`config.mk`:
```
export PLATFORM = sky130hd
export DESIGN_NAME = rc_channel_value_encoder
export DESIGN_NICKNAME = d
export VERILOG_FILES = /design/src/rtl/rcve_pkg.sv /design/src/rtl/rc_channel_value_encoder.sv /design/src/rtl/rcve_debounce.sv
export SDC_FILE = /design/constraint.sdc
export NUM_CORES = 1
export LEC_CHECK = 0
export ABC_CLOCK_PERIOD_IN_PS = 8800
export BUFFER_PORTS_ARGS = -buffer_cell sky130_fd_sc_hd__clkbuf_2
export CORE_MARGIN = 5
export CORE_UTILIZATION = 45
export DETAILED_ROUTE_END_ITERATION = 16
export HOLD_SLACK_MARGIN = 0.06
export PLACE_DENSITY = 0.72
export SYNTH_ARGS = -nofsm -noshare
export SYNTH_HDL_FRONTEND = slang
export SYNTH_SLANG_ARGS = --single-unit
```
`constraint.sdc`:
```
create_clock -name clk_i -period 8.8 [get_ports clk_i]
set_clock_uncertainty 0.2 [all_clocks]
set_input_delay 1.32 -clock clk_i [delete_from_list [all_inputs] [get_ports clk_i]]
set_output_delay 1.32 -clock clk_i [all_outputs]
set_load 0.1 [all_outputs]
```
`src/rtl/rcve_pkg.sv`:
```
// rcve_pkg: shared types and constants of the rc channel value encoder
// channel codes, extra telemetry keys, configuration register indexes
// no dependencies
`default_nettype none

package rcve_pkg;

  // requested channel
  typedef enum logic [2:0] {
    CH_STICK0 = 3'd0,
    CH_STICK1 = 3'd1,
    CH_STICK2 = 3'd2,
    CH_STICK3 = 3'd3,
    CH_TOGGLE = 3'd4,
    CH_RIGHT  = 3'd5,
    CH_SWITCH = 3'd6,
    CH_EXTRA  = 3'd7
  } chan_e;

  // key carried in bits 10:8 of the extra channel
  typedef enum logic [2:0] {
    KEY_ACK   = 3'd0,
    KEY_YEAR  = 3'd1,
    KEY_MONTH = 3'd2,
    KEY_DAY   = 3'd3,
    KEY_RSSI  = 3'd4,
    KEY_PPS   = 3'd5,
    KEY_BOOT  = 3'd6
  } extra_key_e;

  // configuration register indexes
  typedef enum logic [1:0] {
    CFG_YEAR  = 2'd0,
    CFG_MONTH = 2'd1,
    CFG_DAY   = 2'd2
  } cfg_reg_e;

  localparam int unsigned CfgIdxW  = 2;
  localparam int unsigned CfgDataW = 8;
  localparam int unsigned WordW    = 11;
  localparam int unsigned StickW   = 10;

  localparam logic [10:0] StickMax  = 11'd1000;
  localparam logic [10:0] BtnBonus  = 11'd100;
  localparam logic [10:0] SwStep    = 11'd100;
  localparam logic signed [11:0] Mid        = 12'sd500;
  localparam logic signed [15:0] ScaleNum   = 16'sd27;
  localparam int unsigned        ScaleShift = 5;
  localparam logic signed [11:0] Center     = 12'sd512;

  // request to the left button latch
  typedef struct packed {
    logic update;
    logic left_down;
    logic other_active;
  } btn_req_t;

  // rotation through the seven extra keys
  function automatic extra_key_e next_key(extra_key_e key);
    extra_key_e nxt;
    nxt = KEY_ACK;
    unique case (key)
      KEY_ACK:   nxt = KEY_YEAR;
      KEY_YEAR:  nxt = KEY_MONTH;
      KEY_MONTH: nxt = KEY_DAY;
      KEY_DAY:   nxt = KEY_RSSI;
      KEY_RSSI:  nxt = KEY_PPS;
      KEY_PPS:   nxt = KEY_BOOT;
      default:   nxt = KEY_ACK;
    endcase
    return nxt;
  endfunction

endpackage

`default_nettype wire

```
`src/rtl/rc_channel_value_encoder.sv`:
```
// rc_channel_value_encoder: top level of the radio channel word encoder
// uses rcve_pkg and rcve_debounce
`default_nettype none

// Each input transfer requests one of eight channels and yields one 11-bit channel
// word. The block is a two-register pipeline: an input register holds the request,
// one short pass of logic (a clamp, a multiply by a constant and a shift, or the
// extra-key mux) computes the word, and an output register presents it. Throughput
// is one transfer per clock while the output is not stalled; a request passes the input
// register and then the output register before its word is valid at the output.
// The button latch and the extra-key rotation advance when a request moves
// from the input register to the output register, so they follow request order.
// The output register lets a new request enter while a finished word waits; the
// input side stalls only when both registers are full and the output is stalled.
// Configuration writes (year offset, month, day) take effect at once; the user must
// make them only while the block is idle, as the block itself does not enforce it.
module rc_channel_value_encoder #(
  parameter int unsigned HOLD_TICKS  = 10,
  parameter int unsigned ACK_REPEATS = 20
) (
  input  wire logic                           clk_i,
  input  wire logic                           rst_ni,
  // configuration write port
  input  wire logic                           cfg_we_i,
  input  wire logic [rcve_pkg::CfgIdxW-1:0]   cfg_index_i,
  input  wire logic [rcve_pkg::CfgDataW-1:0]  cfg_data_i,
  // request channel
  input  wire logic                           in_valid_i,
  output logic                                in_stall_o,
  input  wire logic [2:0]                     channel_index_i,
  input  wire logic [rcve_pkg::StickW-1:0]    stick_sample_i,
  input  wire logic                           left_pin_i,
  input  wire logic                           right_pin_i,
  input  wire logic                           sw1_pin_i,
  input  wire logic                           sw2_pin_i,
  input  wire logic                           user_pin_i,
  input  wire logic [7:0]                     telem_ack_i,
  input  wire logic [7:0]                     telem_rssi_i,
  input  wire logic [7:0]                     telem_pps_i,
  input  wire logic [7:0]                     boot_version_i,
  // result channel
  output logic                                out_valid_o,
  input  wire logic                           out_stall_i,
  output logic [rcve_pkg::WordW-1:0]          channel_word_o
);

  localparam logic [7:0] AckRepeats = 8'(ACK_REPEATS);

  // registered request
  typedef struct packed {
    rcve_pkg::chan_e             chan;
    logic [rcve_pkg::StickW-1:0] stick;
    logic                        left_down;
    logic                        right_down;
    logic                        sw1_on;
    logic                        sw2_on;
    logic                        user_on;
    logic [7:0]                  ack;
    logic [7:0]                  rssi;
    logic [7:0]                  pps;
    logic [7:0]                  bootv;
  } req_t;

  // configuration registers
  logic [7:0] year_q;
  logic [3:0] month_q;
  logic [4:0] day_q;

  always_ff @(posedge clk_i or negedge rst_ni) begin
    if (!rst_ni) begin
      year_q  <= 8'd0;
      month_q <= 4'd1;
      day_q   <= 5'd1;
    end else if (cfg_we_i) begin
      unique case (rcve_pkg::cfg_reg_e'(cfg_index_i))
        rcve_pkg::CFG_YEAR:  year_q  <= cfg_data_i;
        rcve_pkg::CFG_MONTH: month_q <= cfg_data_i[3:0];
        rcve_pkg::CFG_DAY:   day_q   <= cfg_data_i[4:0];
        default: ;
      endcase
    end
  end

  // pipeline control
  logic s1_valid_q, out_valid_q;
  logic out_load, s1_fire, in_fire;
  req_t s1_q;

  assign out_load   = !out_valid_q || !out_stall_i;
  assign s1_fire    = s1_valid_q && out_load;
  assign in_stall_o = s1_valid_q && !out_load;
  assign in_fire    = in_valid_i && !in_stall_o;

  always_ff @(posedge clk_i or negedge rst_ni) begin
    if (!rst_ni) begin
      s1_valid_q  <= 1'b0;
      out_valid_q <= 1'b0;
    end else begin
      s1_valid_q  <= in_fire || (s1_valid_q && !s1_fire);
      out_valid_q <= s1_fire || (out_valid_q && !out_load);
    end
  end

  // input register, pin levels turned into active flags
  always_ff @(posedge clk_i) begin
    if (in_fire) begin
      s1_q.chan       <= rcve_pkg::chan_e'(channel_index_i);
      s1_q.stick      <= stick_sample_i;
      s1_q.left_down  <= ~left_pin_i;
      s1_q.right_down <= ~right_pin_i;
      s1_q.sw1_on     <= ~sw1_pin_i;
      s1_q.sw2_on     <= ~sw2_pin_i;
      s1_q.user_on    <= user_pin_i;
      s1_q.ack        <= telem_ack_i;
      s1_q.rssi       <= telem_rssi_i;
      s1_q.pps        <= telem_pps_i;
      s1_q.bootv      <= boot_version_i;
    end
  end

  // left button latch
  rcve_pkg::btn_req_t btn_req;
  logic               latched;

  assign btn_req.update       = s1_fire && (s1_q.chan == rcve_pkg::CH_TOGGLE);
  assign btn_req.left_down    = s1_q.left_down;
  assign btn_req.other_active = s1_q.sw1_on | s1_q.sw2_on | s1_q.user_on | s1_q.right_down;

  rcve_debounce #(
    .HOLD_TICKS (HOLD_TICKS)
  ) u_debounce (
    .clk_i     (clk_i),
    .rst_ni    (rst_ni),
    .btn_i     (btn_req),
    .latched_o (latched)
  );

  // analog-style value before scaling, 0..1100
  logic [10:0]        stick_clamp;
  logic [10:0]        raw_val;
  logic signed [11:0] centered;
  logic signed [15:0] prod;
  logic signed [15:0] prod_adj;
  logic signed [15:0] quot;
  logic signed [11:0] shifted;
  logic [10:0]        scaled_word;

  assign stick_clamp = ({1'b0, s1_q.stick} > rcve_pkg::StickMax) ? rcve_pkg::StickMax
                                                                 : {1'b0, s1_q.stick};

  always_comb begin
    raw_val = '0;
    unique case (s1_q.chan)
      rcve_pkg::CH_STICK0: raw_val = stick_clamp;
      rcve_pkg::CH_STICK1,
      rcve_pkg::CH_STICK2,
      rcve_pkg::CH_STICK3: raw_val = rcve_pkg::StickMax - stick_clamp;
      rcve_pkg::CH_TOGGLE: raw_val = (latched ? rcve_pkg::StickMax : 11'd0)
                                     + (s1_q.left_down ? rcve_pkg::BtnBonus : 11'd0);
      rcve_pkg::CH_RIGHT:  raw_val = s1_q.right_down ? rcve_pkg::StickMax : 11'd0;
      rcve_pkg::CH_SWITCH: raw_val = 11'({s1_q.user_on, s1_q.sw2_on, s1_q.sw1_on}
                                         * rcve_pkg::SwStep);
      default:             raw_val = '0;
    endcase
  end

  // ((v - 500) * 27 / 32 + 512) * 2, division truncated toward zero
  assign centered    = $signed({1'b0, raw_val}) - rcve_pkg::Mid;
  assign prod        = 16'(centered) * rcve_pkg::ScaleNum;
  assign prod_adj    = prod + (prod[15] ? 16'sd31 : 16'sd0);
  assign quot        = prod_adj >>> rcve_pkg::ScaleShift;
  assign shifted     = 12'(quot) + rcve_pkg::Center;
  assign scaled_word = {shifted[9:0], 1'b0};

  // extra channel: ack repeats and key rotation
  rcve_pkg::extra_key_e key_q, key_d, key_nxt;
  logic [7:0]           prev_ack_q, prev_ack_d;
  logic [7:0]           ack_sends_q, ack_sends_d;
  logic                 ack_changed;
  logic                 send_ack;
  logic [7:0]           key_data;
  logic [10:0]          extra_word;

  assign key_nxt     = rcve_pkg::next_key(key_q);
  assign ack_changed = s1_q.ack != prev_ack_q;
  assign send_ack    = (key_nxt == rcve_pkg::KEY_ACK) || ack_changed
                       || (ack_sends_q < AckRepeats);

  always_comb begin
    key_data = s1_q.bootv;
    unique case (key_nxt)
      rcve_pkg::KEY_YEAR:  key_data = year_q;
      rcve_pkg::KEY_MONTH: key_data = {4'd0, month_q};
      rcve_pkg::KEY_DAY:   key_data = {3'd0, day_q};
      rcve_pkg::KEY_RSSI:  key_data = s1_q.rssi;
      rcve_pkg::KEY_PPS:   key_data = s1_q.pps;
      default:             key_data = s1_q.bootv;
    endcase
  end

  assign extra_word = send_ack ? {3'd0, s1_q.ack} : {key_nxt, key_data};

  always_comb begin
    key_d       = key_q;
    prev_ack_d  = prev_ack_q;
    ack_sends_d = ack_sends_q;
    if (s1_fire && (s1_q.chan == rcve_pkg::CH_EXTRA)) begin
      key_d = key_nxt;
      if (send_ack) begin
        // a new ack restarts the repeat count
        prev_ack_d  = s1_q.ack;
        ack_sends_d = (ack_changed ? 8'd0 : ack_sends_q) + 8'd1;
      end
    end
  end

  always_ff @(posedge clk_i or negedge rst_ni) begin
    if (!rst_ni) begin
      key_q       <= rcve_pkg::KEY_ACK;
      prev_ack_q  <= '0;
      ack_sends_q <= '0;
    end else begin
      key_q       <= key_d;
      prev_ack_q  <= prev_ack_d;
      ack_sends_q <= ack_sends_d;
    end
  end

  // output register
  logic [10:0] word_q;

  always_ff @(posedge clk_i) begin
    if (s1_fire) begin
      word_q <= (s1_q.chan == rcve_pkg::CH_EXTRA) ? extra_word : scaled_word;
    end
  end

  assign out_valid_o    = out_valid_q;
  assign channel_word_o = word_q;

  // input side stalls only when both registers are full
  assert property (@(posedge clk_i) disable iff (!rst_ni)
    in_stall_o |-> (s1_valid_q && out_valid_q))
    else $error("input stalled with room in the pipeline");

  // a new word appears only from a held request
  assert property (@(posedge clk_i) disable iff (!rst_ni)
    (!out_valid_q && !s1_valid_q) |=> !out_valid_q)
    else $error("output word without a request");

  // extra channel state moves only on a transfer of an extra request
  assert property (@(posedge clk_i) disable iff (!rst_ni)
    !(s1_fire && (s1_q.chan == rcve_pkg::CH_EXTRA))
      |=> ($stable(key_q) && $stable(ack_sends_q) && $stable(prev_ack_q)))
    else $error("extra channel state changed without a request");

  // a changed ack is counted as its first send
  assert property (@(posedge clk_i) disable iff (!rst_ni)
    (s1_fire && (s1_q.chan == rcve_pkg::CH_EXTRA) && ack_changed)
      |=> (ack_sends_q == 8'd1))
    else $error("repeat count not restarted on a new ack");

  // rotation wraps from the last key to the ack slot
  assert property (@(posedge clk_i) disable iff (!rst_ni)
    (s1_fire && (s1_q.chan == rcve_pkg::CH_EXTRA) && (key_q == rcve_pkg::KEY_BOOT))
      |=> (key_q == rcve_pkg::KEY_ACK))
    else $error("extra key rotation did not wrap");

endmodule

`default_nettype wire

```
`src/rtl/rcve_debounce.sv`:
```
// rcve_debounce: hold counter and toggle latch of the left button
// uses rcve_pkg for the request struct
`default_nettype none

module rcve_debounce #(
  parameter int unsigned HOLD_TICKS = 10
) (
  input  wire logic              clk_i,
  input  wire logic              rst_ni,
  input  wire rcve_pkg::btn_req_t btn_i,
  output logic                   latched_o
);

  localparam logic [3:0] HoldTicks = 4'(HOLD_TICKS);
  localparam logic [3:0] HoldMax   = 4'(HOLD_TICKS + 1);

  logic [3:0] press_count_q, press_count_d;
  logic       toggle_q, toggle_d;
  logic       combo_q, combo_d;
  logic [3:0] count_inc;
  logic       combo_set;

  always_comb begin
    press_count_d = press_count_q;
    toggle_d      = toggle_q;
    combo_d       = combo_q;
    count_inc     = (press_count_q < HoldMax) ? press_count_q + 4'd1 : press_count_q;
    combo_set     = combo_q | btn_i.other_active;
    if (btn_i.update) begin
      if (!btn_i.left_down) begin
        // release: toggle after a clean long enough press
        if (press_count_q >= HoldTicks && !combo_q) begin
          toggle_d = ~toggle_q;
        end
        press_count_d = '0;
        combo_d       = 1'b0;
      end else begin
        combo_d       = combo_set;
        press_count_d = combo_set ? 4'd0 : count_inc;
      end
    end
  end

  assign latched_o = toggle_d;

  always_ff @(posedge clk_i or negedge rst_ni) begin
    if (!rst_ni) begin
      press_count_q <= '0;
      toggle_q      <= 1'b0;
      combo_q       <= 1'b0;
    end else begin
      press_count_q <= press_count_d;
      toggle_q      <= toggle_d;
      combo_q       <= combo_d;
    end
  end

  // a combination press never counts up
  assert property (@(posedge clk_i) disable iff (!rst_ni)
    combo_q |-> press_count_q == 4'd0)
    else $error("press counter running during a button combination");

  // the latch toggles only on a request with the button released
  assert property (@(posedge clk_i) disable iff (!rst_ni)
    (toggle_q != toggle_d) |-> (btn_i.update && !btn_i.left_down))
    else $error("toggle latch changed without a release");

endmodule

`default_nettype wire
```
**After elaboration in Yosys (flattened, before gate mapping)**

Cells that the tools add are included.

- Flip-flop bits (word level): 105
- Input bits: 65
- Output and inout port bits: 13
- Word-level logic and storage cells: 114

- Add/subtract/negate cells: 7
- Multipliers: 2
- $lt $le $gt $ge: 4
- Equal/unequal tests: 21
- Muxes and demuxes: 18
- Bitwise operators: 9
- Reductions and logical operators: 29

Operators with widths:

| kind | count |
|---|---|
| one-hot mux 11 bit (5 select lines) | 1 |
| one-hot mux 8 bit (5 select lines) | 1 |
| 2-to-1 mux 10 bit | 3 |
| equality test 3 bit (second input constant) | 8 |
| 2-to-1 mux 11 bit | 2 |
| equality test 3 x 2 -> 1 bit (second input constant) | 6 |
| one-hot mux 3 bit (6 select lines) | 1 |
| multiplier 12 x 6 -> 16 bit (second input constant) | 1 |
| adder 15 x 6 -> 15 bit | 1 |
| 2-to-1 mux 4 bit | 3 |
| subtractor 11 x 9 -> 12 bit (second input constant) | 1 |
| adder 10 x 7 -> 11 bit | 1 |
| subtractor 10 x 10 -> 11 bit (first input constant) | 1 |
| adder 10 bit (second input constant) | 1 |
| greater-than comparator 10 bit (second input constant) | 1 |
| AND reduction 2 bit | 5 |
| equality test 3 x 1 -> 1 bit (second input constant) | 3 |
| logical NOT 3 bit | 3 |
| adder 8 x 1 -> 8 bit (second input constant) | 1 |
| logical AND 1 bit | 8 |
| less-than comparator 8 x 5 -> 1 bit (second input constant) | 1 |
| multiplier 3 x 5 -> 8 bit (second input constant) | 1 |
| 2-to-1 mux 8 bit | 1 |
| inequality test 8 bit | 1 |
| 15 further kinds | 34 |

**Longest topological paths before layout**

Gate-level depths: netlist of the first run.

- Word-level depth: 14
- Depth in mapped cells: 33

**By module**

A second synthesis of the first run with hierarchy kept.

- Cells, all modules: 653
- Area total of the unflattened synthesis: 6915.4 sq um

By module, submodules not included:

| module | instances | cells each | area an instance (sq um) | sequential area each (sq um) |
|---|---|---|---|---|
| rc_channel_value_encoder | 1 | 622 | 6580.1 | 2785.2 |
| rcve_debounce | 1 | 31 | 335.3 | 150.1 |

**Least setup slack after synthesis of the first run**

OpenSTA, ideal clock, no wires.

- Path type: in2reg
- Start point: input port out_stall_i
- End point: register word_q[10], in the netlist channel_word_o[10] (data pin)
- Arrival: 8.663 ns
- Data required time: 8.345 ns
- Slack: -0.318 ns
- Stages: 31
- Path buffers: 0
- Path through: a21boi_1 nand3_1 or3_1 xnor2_1 ha_1 o21ai_0 nand2b_1 a32o_1 or2_2 nor2_1 a21boi_0 xnor2_1 ha_1 fa_1 inv_1 fa_1 inv_1 ha_1 nand4_2 a2111oi_4 o21ai_0 nand2_1 xnor2_1 ha_1 nand4_1 nor3_1 a221oi_2 a21oi_4 nand4_2 or4_1 and3_1

- Longest elaborated chain between the ends: 14

Ends and longest elaborated chain:

| element | line | source |
|---|---|---|
| start, declared | rc_channel_value_encoder.sv:43 | `input wire logic out_stall_i,` |
| logical NOT 1 bit (*) | rc_channel_value_encoder.sv:89 | `assign out_load = !out_valid_q \|\| !out_stall_i;` |
| logical OR 1 bit (*) | rc_channel_value_encoder.sv:89 |  |
| logical AND 1 bit (*) | rc_channel_value_encoder.sv:90 | `assign s1_fire = s1_valid_q && out_load;` |
| logical AND 1 bit (*) | rc_channel_value_encoder.sv:125 | `assign btn_req.update = s1_fire && (s1_q.chan == rcve_pkg::CH_TOGGLE);` |
| 2-to-1 mux 1 bit (*) | rcve_debounce.sv:29 | `if (btn_i.update) begin` |
| net latched | rc_channel_value_encoder.sv:123 | `logic latched;` |
| 2-to-1 mux 10 bit (*) | rc_channel_value_encoder.sv:158 | `rcve_pkg::CH_TOGGLE: raw_val = (latched ? rcve_pkg::StickMax : 11'd0)` |
| adder 10 x 7 -> 11 bit (*) | rc_channel_value_encoder.sv:159 | `+ (s1_q.left_down ? rcve_pkg::BtnBonus : 11'd0);` |
| one-hot mux 11 bit (5 select lines) (*) | rc_channel_value_encoder.sv:153 | `unique case (s1_q.chan)` |
| subtractor 11 x 9 -> 12 bit (*) | rc_channel_value_encoder.sv:168 | `assign centered = $signed({1'b0, raw_val}) - rcve_pkg::Mid;` |
| multiplier 12 x 6 -> 16 bit (*) | rc_channel_value_encoder.sv:169 | `assign prod = 16'(centered) * rcve_pkg::ScaleNum;` |
| 2-to-1 mux 5 bit | rc_channel_value_encoder.sv:170 | `assign prod_adj = prod + (prod[15] ? 16'sd31 : 16'sd0);` |
| adder 15 x 6 -> 15 bit (*) | rc_channel_value_encoder.sv:170 |  |
| adder 10 bit (*) | rc_channel_value_encoder.sv:172 | `assign shifted = 12'(quot) + rcve_pkg::Center;` |
| 2-to-1 mux 11 bit (*) | rc_channel_value_encoder.sv:234 | `word_q <= (s1_q.chan == rcve_pkg::CH_EXTRA) ? extra_word : scaled_word;` |
| end signal, assigned | rc_channel_value_encoder.sv:234 |  |
| end, declared | rc_channel_value_encoder.sv:230 | `logic [10:0] word_q;` |

The timed path passes the listed nets; every way through them passes the cells marked *.
A chain may end at the register's enable or synchronous reset.

**Final worst setup path of the first run**

- Start point: input port out_stall_i
- End point: register word_q[10], in the netlist channel_word_o[10] (data pin)

- Longest elaborated chain between the ends: 14

Ends and longest elaborated chain:

| element | line | source |
|---|---|---|
| logical NOT 1 bit (*) | rc_channel_value_encoder.sv:89 |  |
| logical OR 1 bit (*) | rc_channel_value_encoder.sv:89 |  |
| logical AND 1 bit (*) | rc_channel_value_encoder.sv:90 |  |
| net s1_fire | rc_channel_value_encoder.sv:86 | `logic out_load, s1_fire, in_fire;` |
| logical AND 1 bit (*) | rc_channel_value_encoder.sv:125 |  |
| 2-to-1 mux 1 bit (*) | rcve_debounce.sv:29 |  |
| net latched | rc_channel_value_encoder.sv:123 |  |
| 2-to-1 mux 10 bit (*) | rc_channel_value_encoder.sv:158 |  |
| adder 10 x 7 -> 11 bit (*) | rc_channel_value_encoder.sv:159 |  |
| one-hot mux 11 bit (5 select lines) (*) | rc_channel_value_encoder.sv:153 |  |
| subtractor 11 x 9 -> 12 bit (*) | rc_channel_value_encoder.sv:168 |  |
| multiplier 12 x 6 -> 16 bit (*) | rc_channel_value_encoder.sv:169 |  |
| 2-to-1 mux 5 bit | rc_channel_value_encoder.sv:170 |  |
| adder 15 x 6 -> 15 bit (*) | rc_channel_value_encoder.sv:170 |  |
| adder 10 bit (*) | rc_channel_value_encoder.sv:172 |  |
| 2-to-1 mux 11 bit (*) | rc_channel_value_encoder.sv:234 |  |

Marks and branches as above.

==> out/qor.yml, run 1 <==
outcome:
  status: "finished clean"
synthesis:
  ys_ff_latch: 105
  synth_top_flop_cell: "edfxtp_1"
  ys_seq_area_share_pct: 42.4
  synth_area_um2: 6920
  synth.yosys.warnings: 0
  yosysTopAreaCell: "edfxtp_1"
  synth_top_cell_area_share_pct: 26.5
  synth_fp_nets: 790
  syn_inst: 662
  synth_edf_count: 61
  synth_commonest_cells: "inv_1, edfxtp_1, ha_1, dfrtp_1, nand2_1"
  synth_area_per_cell_um2: 10.5
  yosys.cell_types.count: 74
  synth_most_common_cell: "inv_1"
  synth_area_leaders: "edfxtp_1, dfrtp_1, ha_1"
  async_flop_share_pct: 41.9
worst_setup_path:
  crit_path_start_kind: "input port"
  cp_slowest_stage_delay_ps: 540
  end_kind: "flip-flop"
  crit_slowest_cell: "fa_1"
  worstPathMaxFanout: 4
  criticalPathCategory: "in2reg"
  cp.arrival_ps: 8310
  crit_path_frequent_cell: "ha_1"
  cp.required_ps: 8710
placed_design:
  gp_congestion: 0.858
  dp_hpwl_um: 11500
  pre_cts_ws_ps: -113
  dp_cells: 926
  port_buffers: 77
global_routing:
  grt_start_max_net_pins: 51
  grt_pass1_wl_um: 25300
  grt.total_usage_pct: 17.2
  grt_pass1_vias: 5387
  overflow: 0
  antenna_found_initial: 0
routing:
  dr.pass1.iters: 4
  wire_per_inst_um: 15.8
  drt_iter0_markers: 321
  vias_per_cell: 5.53
  ant_nets: 0
  vias: 5210
  wl_um: 14900
  drc: 0
floorplanning:
  dieArea_um2: 18000
  rows: 45
  die-width_um: 134
  die_h_um: 134
  core_um2: 15100
  ios: 78
  initial_core_util_pct: 45.7
timing:
  fmax_mhz: 119
  period_needed_ps: 8400
  maxSlewHeadroom_pct: 20.5
  hold_violations: 0
  min_period_over_period_pct: 95.5
  setup_viol: 0
  tns_ps: 0
  maxSlewViolCount: 0
  setup_ws_ps: 400
  max_slew.worst_pin.slew_ps: 1190
clock_network:
  clkSlewWorstSetupHoldPaths_ps: 70
  hold_buffers: 0
  cts_tree: "yes"
  cts.sinks: 105
  htreeDepth: 3
  cts_buffers: 9
  cts.path.max_buffers: 2
  clk-insertion-delay-late_ps: 350
  root_buffer: "clkbuf_16"
layout:
  layout-drive-gt1-share_pct: 21.8
  final-instance-count-excl-fill: 942
  areaGrowthSynthToFinish_pct: 15.2
  nets: 877
  antenna_cells: 0
worst_hold_path:
  hp-class: "reg2reg"
power_and_ir_drop:
  p_per_area_nw_per_um2: 391
  total_leakage_power_nw: 3.49
  ir_drop_mv: 0.190
  power.total_mw: 3.12
job:
  cap_violations: 0
## cell families after synthesis
| group | Yosys count | share of synthesized area [%] |
|---|---|---|
| multiplexers | 37 | 6.38 |
| AND/OR/NAND/NOR | 168 | 12.4 |
| AO/OA/AOI/OAI | 162 | 15.9 |
| flip-flops | 105 | 42.4 |
| adder cells (fa/ha/maj) | 63 | 13.3 |
| buffers and inverters | 92 | 5.15 |
| XOR/XNOR | 35 | 4.43 |
## cell type report
class,count,area (um2)
inverters,72,270
multi-input cells,465,3700
clock inverters,4,75.1
flip-flops and latches,105,2940
fillers,1315,7170
repair buffers,96,528
well taps,188,235
clock buffers,12,236
## stage by stage
stage                     utilization, %  hold slack [ps]  cell area [um2]
after floorplan                        -              246             6930
after global placement              50.3              268             7610
after detailed placement            50.3              271             7610
after CTS                           52.3              281             7920
after global routing                52.7              307             7980
final                               52.7              281             7980
## state kept, by name (all words and copies together), names as in the netlist, named ones only
name                      flops
btn_req                       1
day_q                         5
s1_valid_q                    1
prev_ack_q                    8
s1_q                         49
key_q                         3
ack_sends_q                   8
u_debounce.press_count_q      4
year_q                        8
month_q                       4
u_debounce.toggle_q           1
u_debounce.combo_q            1
channel_word_o               11
## worst paths after layout
| kind | to | slack, ps | depth (start not counted) | start |
|---|---|---|---|---|
| max | channel_word_o[10] | 400 | 32 | out_stall_i |
| min | ack_sends_q[7] | 280 | 1 | ack_sends_q[7] |
| max reg2reg | channel_word_o[10] | 780 | 30 | s1_q[43] |
| min reg2reg | ack_sends_q[7] | 280 | 1 | ack_sends_q[7] |
| max in group asynchronous | u_debounce.combo_q | 7150 | 2 | rst_ni |
| min in group asynchronous | ack_sends_q[0] | 840 | 2 | rst_ni |
## placed cells by master, fill, tap and decap left out, drive strengths merged, types with 12 or more instances in the layout
master,count
nand2,42
fa,18
xor2,13
o21ai,42
inv,74
a21oi,36
clkbuf,89
nand3,13
mux2,27
xnor2,22
ha,45
nor2,40
edfxtp,61
buf,19
nor3,12
dfrtp,42
## worst max-delay path, delay by kind of cell
family                     cells  cell delay, ps
buffers and inverters          3             200
xor gates and xnor gates       3             490
and+or+nand+nor               12            2500
AOI/OAI and AO/OA              8            1460
adders and majority gates      6            2310
## report_power, final
group / internal (mW) / switching [mW]
logic: 0.803 / 1.16
registers: 0.651 / 0.0880
clock network: 0.251 / 0.173
total: 1.70 / 1.42
## repair_timing
action | in CTS | in global routing
gates resized for setup | 0 | 8
setup buffers | 0 | 0
setup endpoints to repair | 0 | 10
## routing by layer
layer / share of wire (%) / GRT usage [%]
met5: 0 / 0
met3: 5.6 / 3.90
met1: 45 / 22.8
met4: 1.3 / 5.37
met2: 48 / 28.4
No activity file was read; power rests on OpenSTA's default activity.
==> run 2, diff against run 1 <==
--- a/config.mk
+++ b/config.mk
@@ -5,6 +5,7 @@
 export SDC_FILE = /design/constraint.sdc
 export NUM_CORES = 1
 export LEC_CHECK = 0
+export ABC_AREA = 1
 export ABC_CLOCK_PERIOD_IN_PS = 8800
 export BUFFER_PORTS_ARGS = -buffer_cell sky130_fd_sc_hd__clkbuf_2
 export CORE_MARGIN = 5
==> out/qor.yml, run 2 <==
layout:
  areaGrowthSynthToFinish_pct: 13.0  # was 15.2%
  fin_area_um2: 7770  # was 7980 um2
  nFillCells: 1440  # was 1,315
  nets: 1003  # was 877
  mostFrequentLayoutCells: "nand2_1, inv_1, clkbuf_2"  # was clkbuf_2, inv_1, edfxtp_1
  seq_area_um2: 2940  # unchanged
  antenna_cells: 0  # unchanged
  largest_register_ffs: 49  # unchanged
  regMostFlops: "s1_q"  # unchanged
  layout-drive-gt1-share_pct: 16.8  # was 21.8%
  multi_input_area_um2: 3320  # was 3700 um2
  layout_commonest_cell: "nand2_1"  # was clkbuf_2
clock_network:
  root_buffer: "clkbuf_16"  # unchanged
  post_cts_buffers: 0  # unchanged
  cts.path.max_buffers: 2  # unchanged
  htreeDepth: 3  # unchanged
  clkSlewWorstSetupHoldPaths_ps: 70  # about the same
  cts_buffers: 9  # unchanged
  cts_resized: 0  # unchanged
  cts_tree: "yes"  # unchanged
  hold_buffers: 0  # unchanged
  cts.sinks: 105  # unchanged
  clk-insertion-delay-late_ps: 350  # about the same
floorplanning:
  ios: 78  # unchanged
  initial_core_util_pct: 45.6  # was 45.7%
  core_um2: 15100  # about the same
  dieArea_um2: 17900  # was 18,000 um2
  rows: 45  # unchanged
  die_h_um: 134  # about the same
  die-width_um: 134  # about the same
job:
  cap_violations: 0  # unchanged
synthesis:
  synth_fp_nets: 920  # was 790
  syn_inst: 792  # was 662
  ys_ff_latch: 105  # unchanged
  synth_area_leaders: "edfxtp_1, dfrtp_1, nand2_1"  # was edfxtp_1, dfrtp_1, ha_1
  synth_area_per_cell_um2: 8.69  # was 10.5 um2
  synth_top_cell_area_share_pct: 26.6  # was 26.5%
  synth_edf_count: 61  # unchanged
  yosys.cell_types.count: 49  # was 74
  synth_top_flop_cell: "edfxtp_1"  # unchanged
  ys_seq_area_share_pct: 42.6  # was 42.4%
  synth_most_common_cell: "nand2_1"  # was inv_1
  synth.yosys.warnings: 0  # unchanged
  synth_commonest_cells: "nand2_1, inv_1, edfxtp_1, ha_1, nor2_1"  # was inv_1, edfxtp_1, ha_1, dfrtp_1, nand2_1
  yosysTopAreaCell: "edfxtp_1"  # unchanged
  synth_area_um2: 6880  # was 6920 um2
  async_flop_share_pct: 41.9  # unchanged
timing:
  tns_ps: 0  # unchanged
  rsz0062_at_grt: "false"
  max_slew.worst_pin.slew_ps: 1080  # was 1190 ps
  maxSlewHeadroom_pct: 27.1  # was 20.5%
  min_period_over_period_pct: 83.2  # was 95.5%
  holdWs_ps: 292  # was 281 ps
  setup_ws_ps: 1480  # was 400 ps
  setup_viol: 0  # unchanged
  period_needed_ps: 7320  # was 8400 ps
  hold_violations: 0  # unchanged
  maxSlewViolCount: 0  # unchanged
  fmax_mhz: 137  # was 119 MHz
worst_setup_path:
  r2r_end: "channel_word_o[1]"  # was channel_word_o[10]
  cp.required_ps: 8740  # was 8710 ps
  r2r_slack_ps: 1970  # was 780 ps
  end_kind: "flip-flop"  # unchanged
  crit_slowest_cell: "fa_1"  # unchanged
  cp_slowest_stage_delay_ps: 540  # about the same
  r2r_start: "s1_q[42]"  # was s1_q[43]
  cp.arrival_ps: 7270  # was 8310 ps
  crit_path_start_kind: "input port"  # unchanged
  rr_worst_depth: 39  # was 30
  worstSetupStartpoint: "out_stall_i"  # unchanged
  crit_path_frequent_cell: "nand2_1"  # was ha_1
  cp-endpoint: "channel_word_o[1]"  # was channel_word_o[10]
  worstPathMaxFanout: 6  # was 4
  criticalPathCategory: "in2reg"  # unchanged
power_and_ir_drop:
  ir_drop_mv: 0.251  # was 0.190 mV
  total_leakage_power_nw: 3.87  # was 3.49 nW
  p_per_area_nw_per_um2: 404  # was 391 nW/um2
placed_design:
  place_area_um2: 7480  # was 7610 um2
  pre_cts_ws_ps: 1130  # was -113 ps
  dp_hpwl_um: 11100  # was 11,500 um
  port_buffers: 77  # unchanged
  gp_congestion: 0.875  # was 0.858
global_routing:
  antenna_found_initial: 1  # was 0
  grt.total_usage_pct: 16.6  # was 17.2%
  grt_pass1_vias: 5239  # was 5,387
  grt_start_max_net_pins: 51  # unchanged
  overflow: 0  # unchanged
  grt_pass1_wl_um: 23900  # was 25,300 um
routing:
  drt_iter0_markers: 368  # was 321
  vias_per_cell: 5.05  # was 5.53
  ant_nets: 0  # unchanged
  wire_per_inst_um: 13.2  # was 15.8 um
  dr.pass1.iters: 5  # was 4
  drc: 0  # unchanged
  vias: 5394  # was 5,210
  wl_um: 14100  # was 14,900 um
worst_hold_path:
  hold_depth: 2  # was 1
  hp-class: "reg2reg"  # unchanged
  hp-start: "day_q[4]"  # was ack_sends_q[7]
outcome:
  status: "finished clean"  # unchanged
==> run 2: cell count changes in the layout (fill, tap and decap cells not counted), moves of 9 or more <==
cell / delta
nand2_1: +139
inv_1: +71
nand3_1: +28
mux2_2: -24
buf_4: -18
inv_2: +15
nand4_1: +13
xnor2_1: -12
and3_1: -11
nand2_2: +9
==> run 2: worst max-delay path: cells and delay by family <==
family                     cells  cell delay [ps]
and+or+nand+nor               15             1720
adders and majority gates      6             2350
AOI/OAI and AO/OA              7             1160
buffers and inverters          4              230
xor gates and xnor gates       2              480
==> run 2: routing by layer <==
layer | track usage, % | wire, um | up-vias
met5 | 0 | 7 | -
met3 | 3.89 | 870 | 16
met1 | 23.3 | 6820 | 2480
met4 | 5.37 | 220 | 2
met2 | 25.5 | 6140 | 147
li1 | - | - | 2749
==> run 2: layout make-up <==
class                           count  share of cell area (%)
Tap cell                          188                    3.03
Clock inverter                      6                   0.837
Clock buffer                       10                    2.94
Inverter                          159                    7.68
Multi-Input combinational cell    522                    42.7
Sequential cell                   105                    37.8
Timing Repair Buffer               78                    5.05
==> run 2: per-stage QoR <==
| stage | cells | power [mW] | utilization (%) |
|---|---|---|---|
| global route | 1068 | 3.49 | 51.5 |
| finish | 1068 | 3.14 | 51.5 |
| CTS | 1068 | 3.16 | 51.5 |
| floorplan | 792 | 2.35 | - |
| global placement | 1052 | 2.71 | 49.6 |
| detailed placement | 1052 | 2.74 | 49.6 |
==> run 2: worst min path at each step <==
stage                 to  slack [ps]
6_report        day_q[4]         290
5_1_grt         day_q[4]         310
4_1_cts        flip-flop         290
3_5_place_dp    day_q[4]         270
3_3_place_gp    day_q[4]         270
2_1_floorplan  flip-flop         250
==> run 2: where the power goes <==
group          total (mW)  internal (mW)  switching [mW]
sequential          0.724          0.672          0.0526
combinational        2.01          0.689            1.33
clock               0.405          0.223           0.182
total                3.14           1.58            1.56
==> run 2: kinds of logic after synthesis <==
group,count (synthesis),synth area share (%)
muxes,3,0.491
AOI/OAI and AO/OA,103,8.82
and+or+nand+nor,328,22.2
buffers and inverters,165,9.11
xor gates and xnor gates,25,3.29
adders and majority gates,63,13.4
DFF,105,42.6
==> run 3, diff against run 2 <==
--- a/config.mk
+++ b/config.mk
@@ -6,13 +6,13 @@
 export NUM_CORES = 1
 export LEC_CHECK = 0
 export ABC_AREA = 1
-export ABC_CLOCK_PERIOD_IN_PS = 8800
+export ABC_CLOCK_PERIOD_IN_PS = 7150
 export BUFFER_PORTS_ARGS = -buffer_cell sky130_fd_sc_hd__clkbuf_2
 export CORE_MARGIN = 5
 export CORE_UTILIZATION = 45
 export DETAILED_ROUTE_END_ITERATION = 16
 export HOLD_SLACK_MARGIN = 0.06
-export PLACE_DENSITY = 0.72
+export PLACE_DENSITY = 0.7
 export SYNTH_ARGS = -nofsm -noshare
 export SYNTH_HDL_FRONTEND = slang
 export SYNTH_SLANG_ARGS = --single-unit
==> constraint.sdc (replaced) <==
create_clock -name clk_i -period 7.15 [get_ports clk_i]
set_clock_uncertainty 0.2 [all_clocks]
set_input_delay 1.0725 -clock clk_i [delete_from_list [all_inputs] [get_ports clk_i]]
set_output_delay 1.0725 -clock clk_i [all_outputs]
set_load 0.1 [all_outputs]
==> out/qor.yml, run 3 (same netlist as run 2, synthesis figures left out) <==
routing:
  dr.pass1.iters: 5  # unchanged
  vias_per_cell: 5.02  # was 5.05
  drc: 0  # unchanged
  vias: 5467  # was 5,394
  ant_nets: 0  # unchanged
  wl_um: 14300  # was 14,100 um
  drt_iter0_markers: 267  # was 368
  wire_per_inst_um: 13.2  # about the same
outcome:
  status: "finished clean"  # unchanged
floorplanning:
  core_um2: 15100  # unchanged
  dieArea_um2: 17900  # unchanged
  ios: 78  # unchanged
  rows: 45  # unchanged
  die_h_um: 134  # unchanged
  initial_core_util_pct: 45.6  # unchanged
  die-width_um: 134  # unchanged
power_and_ir_drop:
  power.total_mw: 4.21  # was 3.14 mW
  total_leakage_power_nw: 3.99  # was 3.87 nW
  p_per_area_nw_per_um2: 524  # was 404 nW/um2
  ir_drop_mv: 0.385  # was 0.251 mV
clock_network:
  cts.path.max_buffers: 2  # unchanged
  cts_buffers: 9  # unchanged
  root_buffer: "clkbuf_16"  # unchanged
  clk-insertion-delay-late_ps: 360  # was 350 ps
  clkSlewWorstSetupHoldPaths_ps: 70  # about the same
  hold_buffers: 0  # unchanged
  htreeDepth: 3  # unchanged
  cts.sinks: 105  # unchanged
  cts_tree: "yes"  # unchanged
timing:
  fmax_mhz: 146
  setup_viol: 0  # unchanged
  maxSlewViolCount: 0  # unchanged
  min_period_over_period_pct: 95.6
  max_slew.worst_pin.slew_ps: 1010  # was 1080 ps
  hold_violations: 0  # unchanged
  maxSlewHeadroom_pct: 32.3  # was 27.1%
  period_needed_ps: 6830
worst_setup_path:
  cp.required_ps: 7030  # was 8740 ps
  end_kind: "flip-flop"  # unchanged
  r2r_slack_ps: 470  # was 1970 ps
  crit_path_frequent_cell: "nand2_1"  # unchanged
  crit_slowest_cell: "fa_1"  # unchanged
  crit_path_start_kind: "input port"  # unchanged
  worstPathMaxFanout: 4  # was 6
  crit_family: "simple AND/OR/NAND/NOR gates"  # was adder cells
  cp_slowest_stage_delay_ps: 540  # about the same
  criticalPathCategory: "in2reg"  # unchanged
  r2r_end: "channel_word_o[3]"  # was channel_word_o[1]
  rr_worst_depth: 38  # was 39
  path_buf_inv: 7  # was 4
  cp.arrival_ps: 6710  # was 7270 ps
  r2r_start: "u_debounce.press_count_q[0]"  # was s1_q[42]
layout:
  largest_register_ffs: 49  # unchanged
  utilization_pct: 53.2  # was 51.5%
  nets: 1025  # was 1,003
  nFillCells: 1398  # was 1,440
  layout_commonest_cell: "nand2_1"  # unchanged
  mostFrequentLayoutCells: "nand2_1, inv_1, clkbuf_2"  # unchanged
  areaGrowthSynthToFinish_pct: 16.7  # was 13.0%
  antenna_cells: 0  # unchanged
  layout-drive-gt1-share_pct: 20.3  # was 16.8%
  regMostFlops: "s1_q"  # unchanged
placed_design:
  port_buffers: 77  # unchanged
  gp_congestion: 0.827  # was 0.875
  dp_hpwl_um: 11300  # was 11,100 um
worst_hold_path:
  hp-class: "reg2reg"  # unchanged
  hp-start: "year_q[0]"  # was day_q[4]
  hold_end: "year_q[0]"  # was day_q[4]
  hold_depth: 2  # unchanged
global_routing:
  grt_pass1_wl_um: 24700  # was 23,900 um
  grt.total_usage_pct: 16.9  # was 16.6%
  overflow: 0  # unchanged
  grt_start_max_net_pins: 51  # unchanged
  grt_pass1_vias: 5350  # was 5,239
  antenna_found_initial: 0  # was 1
job:
  cap_violations: 0  # unchanged
==> run 3: changes by cell type in the layout (fill, tap and decap cells not counted), sizes merged <==
cell	change
inv	+1
clkbuf	-1
buf	+22
==> run 3: per-layer routing <==
layer  vias to the layer above  GRT usage, %  wire length, um
met1                      2522          23.8             6780
met5                         -             0                0
met2                       148          26.6             6510
met3                        14          3.66              847
met4                         0          4.57              212
li1                       2783             -                -
==> run 3: worst max path at each step <==
stage | startpoint | end | slack (ps) | depth (start not counted)
2_1_floorplan | out_stall_i | channel_word_o[5] | 290 | 34
3_3_place_gp | out_stall_i | channel_word_o[3] | 120 | 37
3_5_place_dp | out_stall_i | channel_word_o[5] | -60 | 37
4_1_cts | out_stall_i | channel_word_o[5] | 290 | 37
5_1_grt | out_stall_i | channel_word_o[4] | -50 | 39
6_report | out_stall_i | channel_word_o[3] | 320 | 38
==> run 3: area by class of cell <==
cell class                      count  area (um2)  area share, %
Clock inverter                      7         105           1.31
Clock buffer                        9         225           2.80
Tap cell                          188         235           2.93
Timing Repair Buffer              100         558           6.95
Multi-Input combinational cell    522        3380           42.0
Inverter                          159         597           7.43
Sequential cell                   105        2940           36.5
==> run 3: metrics by stage <==
| step | std cells | TNS, ps | hold slack, ps | worst slack [ps] | cell area (um2) |
|---|---|---|---|---|---|
| after floorplan | 792 | 0 | 248 | 288 | 6880 |
| after global placement | 1071 | 0 | 265 | 117 | 7620 |
| after detailed placement | 1071 | -126 | 273 | -61.7 | 7620 |
| after CTS | 1087 | 0 | 292 | 286 | 7950 |
| after global routing | 1090 | -278 | 311 | -51.8 | 8030 |
| final | 1090 | 0 | 291 | 317 | 8030 |
==> run 3: power by group <==
| group | switching, mW | internal (mW) |
|---|---|---|
| Combinational | 1.73 | 1.05 |
| Clock | 0.244 | 0.286 |
| Sequential | 0.0666 | 0.826 |
==> run 3: what timing repair did <==
action,4_1_cts,5_1_grt
setup endpoints to repair,0,9
resized for setup,0,13
buffers inserted,0,3
==> run 3: worst min-delay path, delay by kind of cell (launching register included) <==
family	cells	cell delay (ps)
AO/OA/AOI/OAI	1	60
flip-flops	1	350
AND/OR/NAND/NOR	1	50
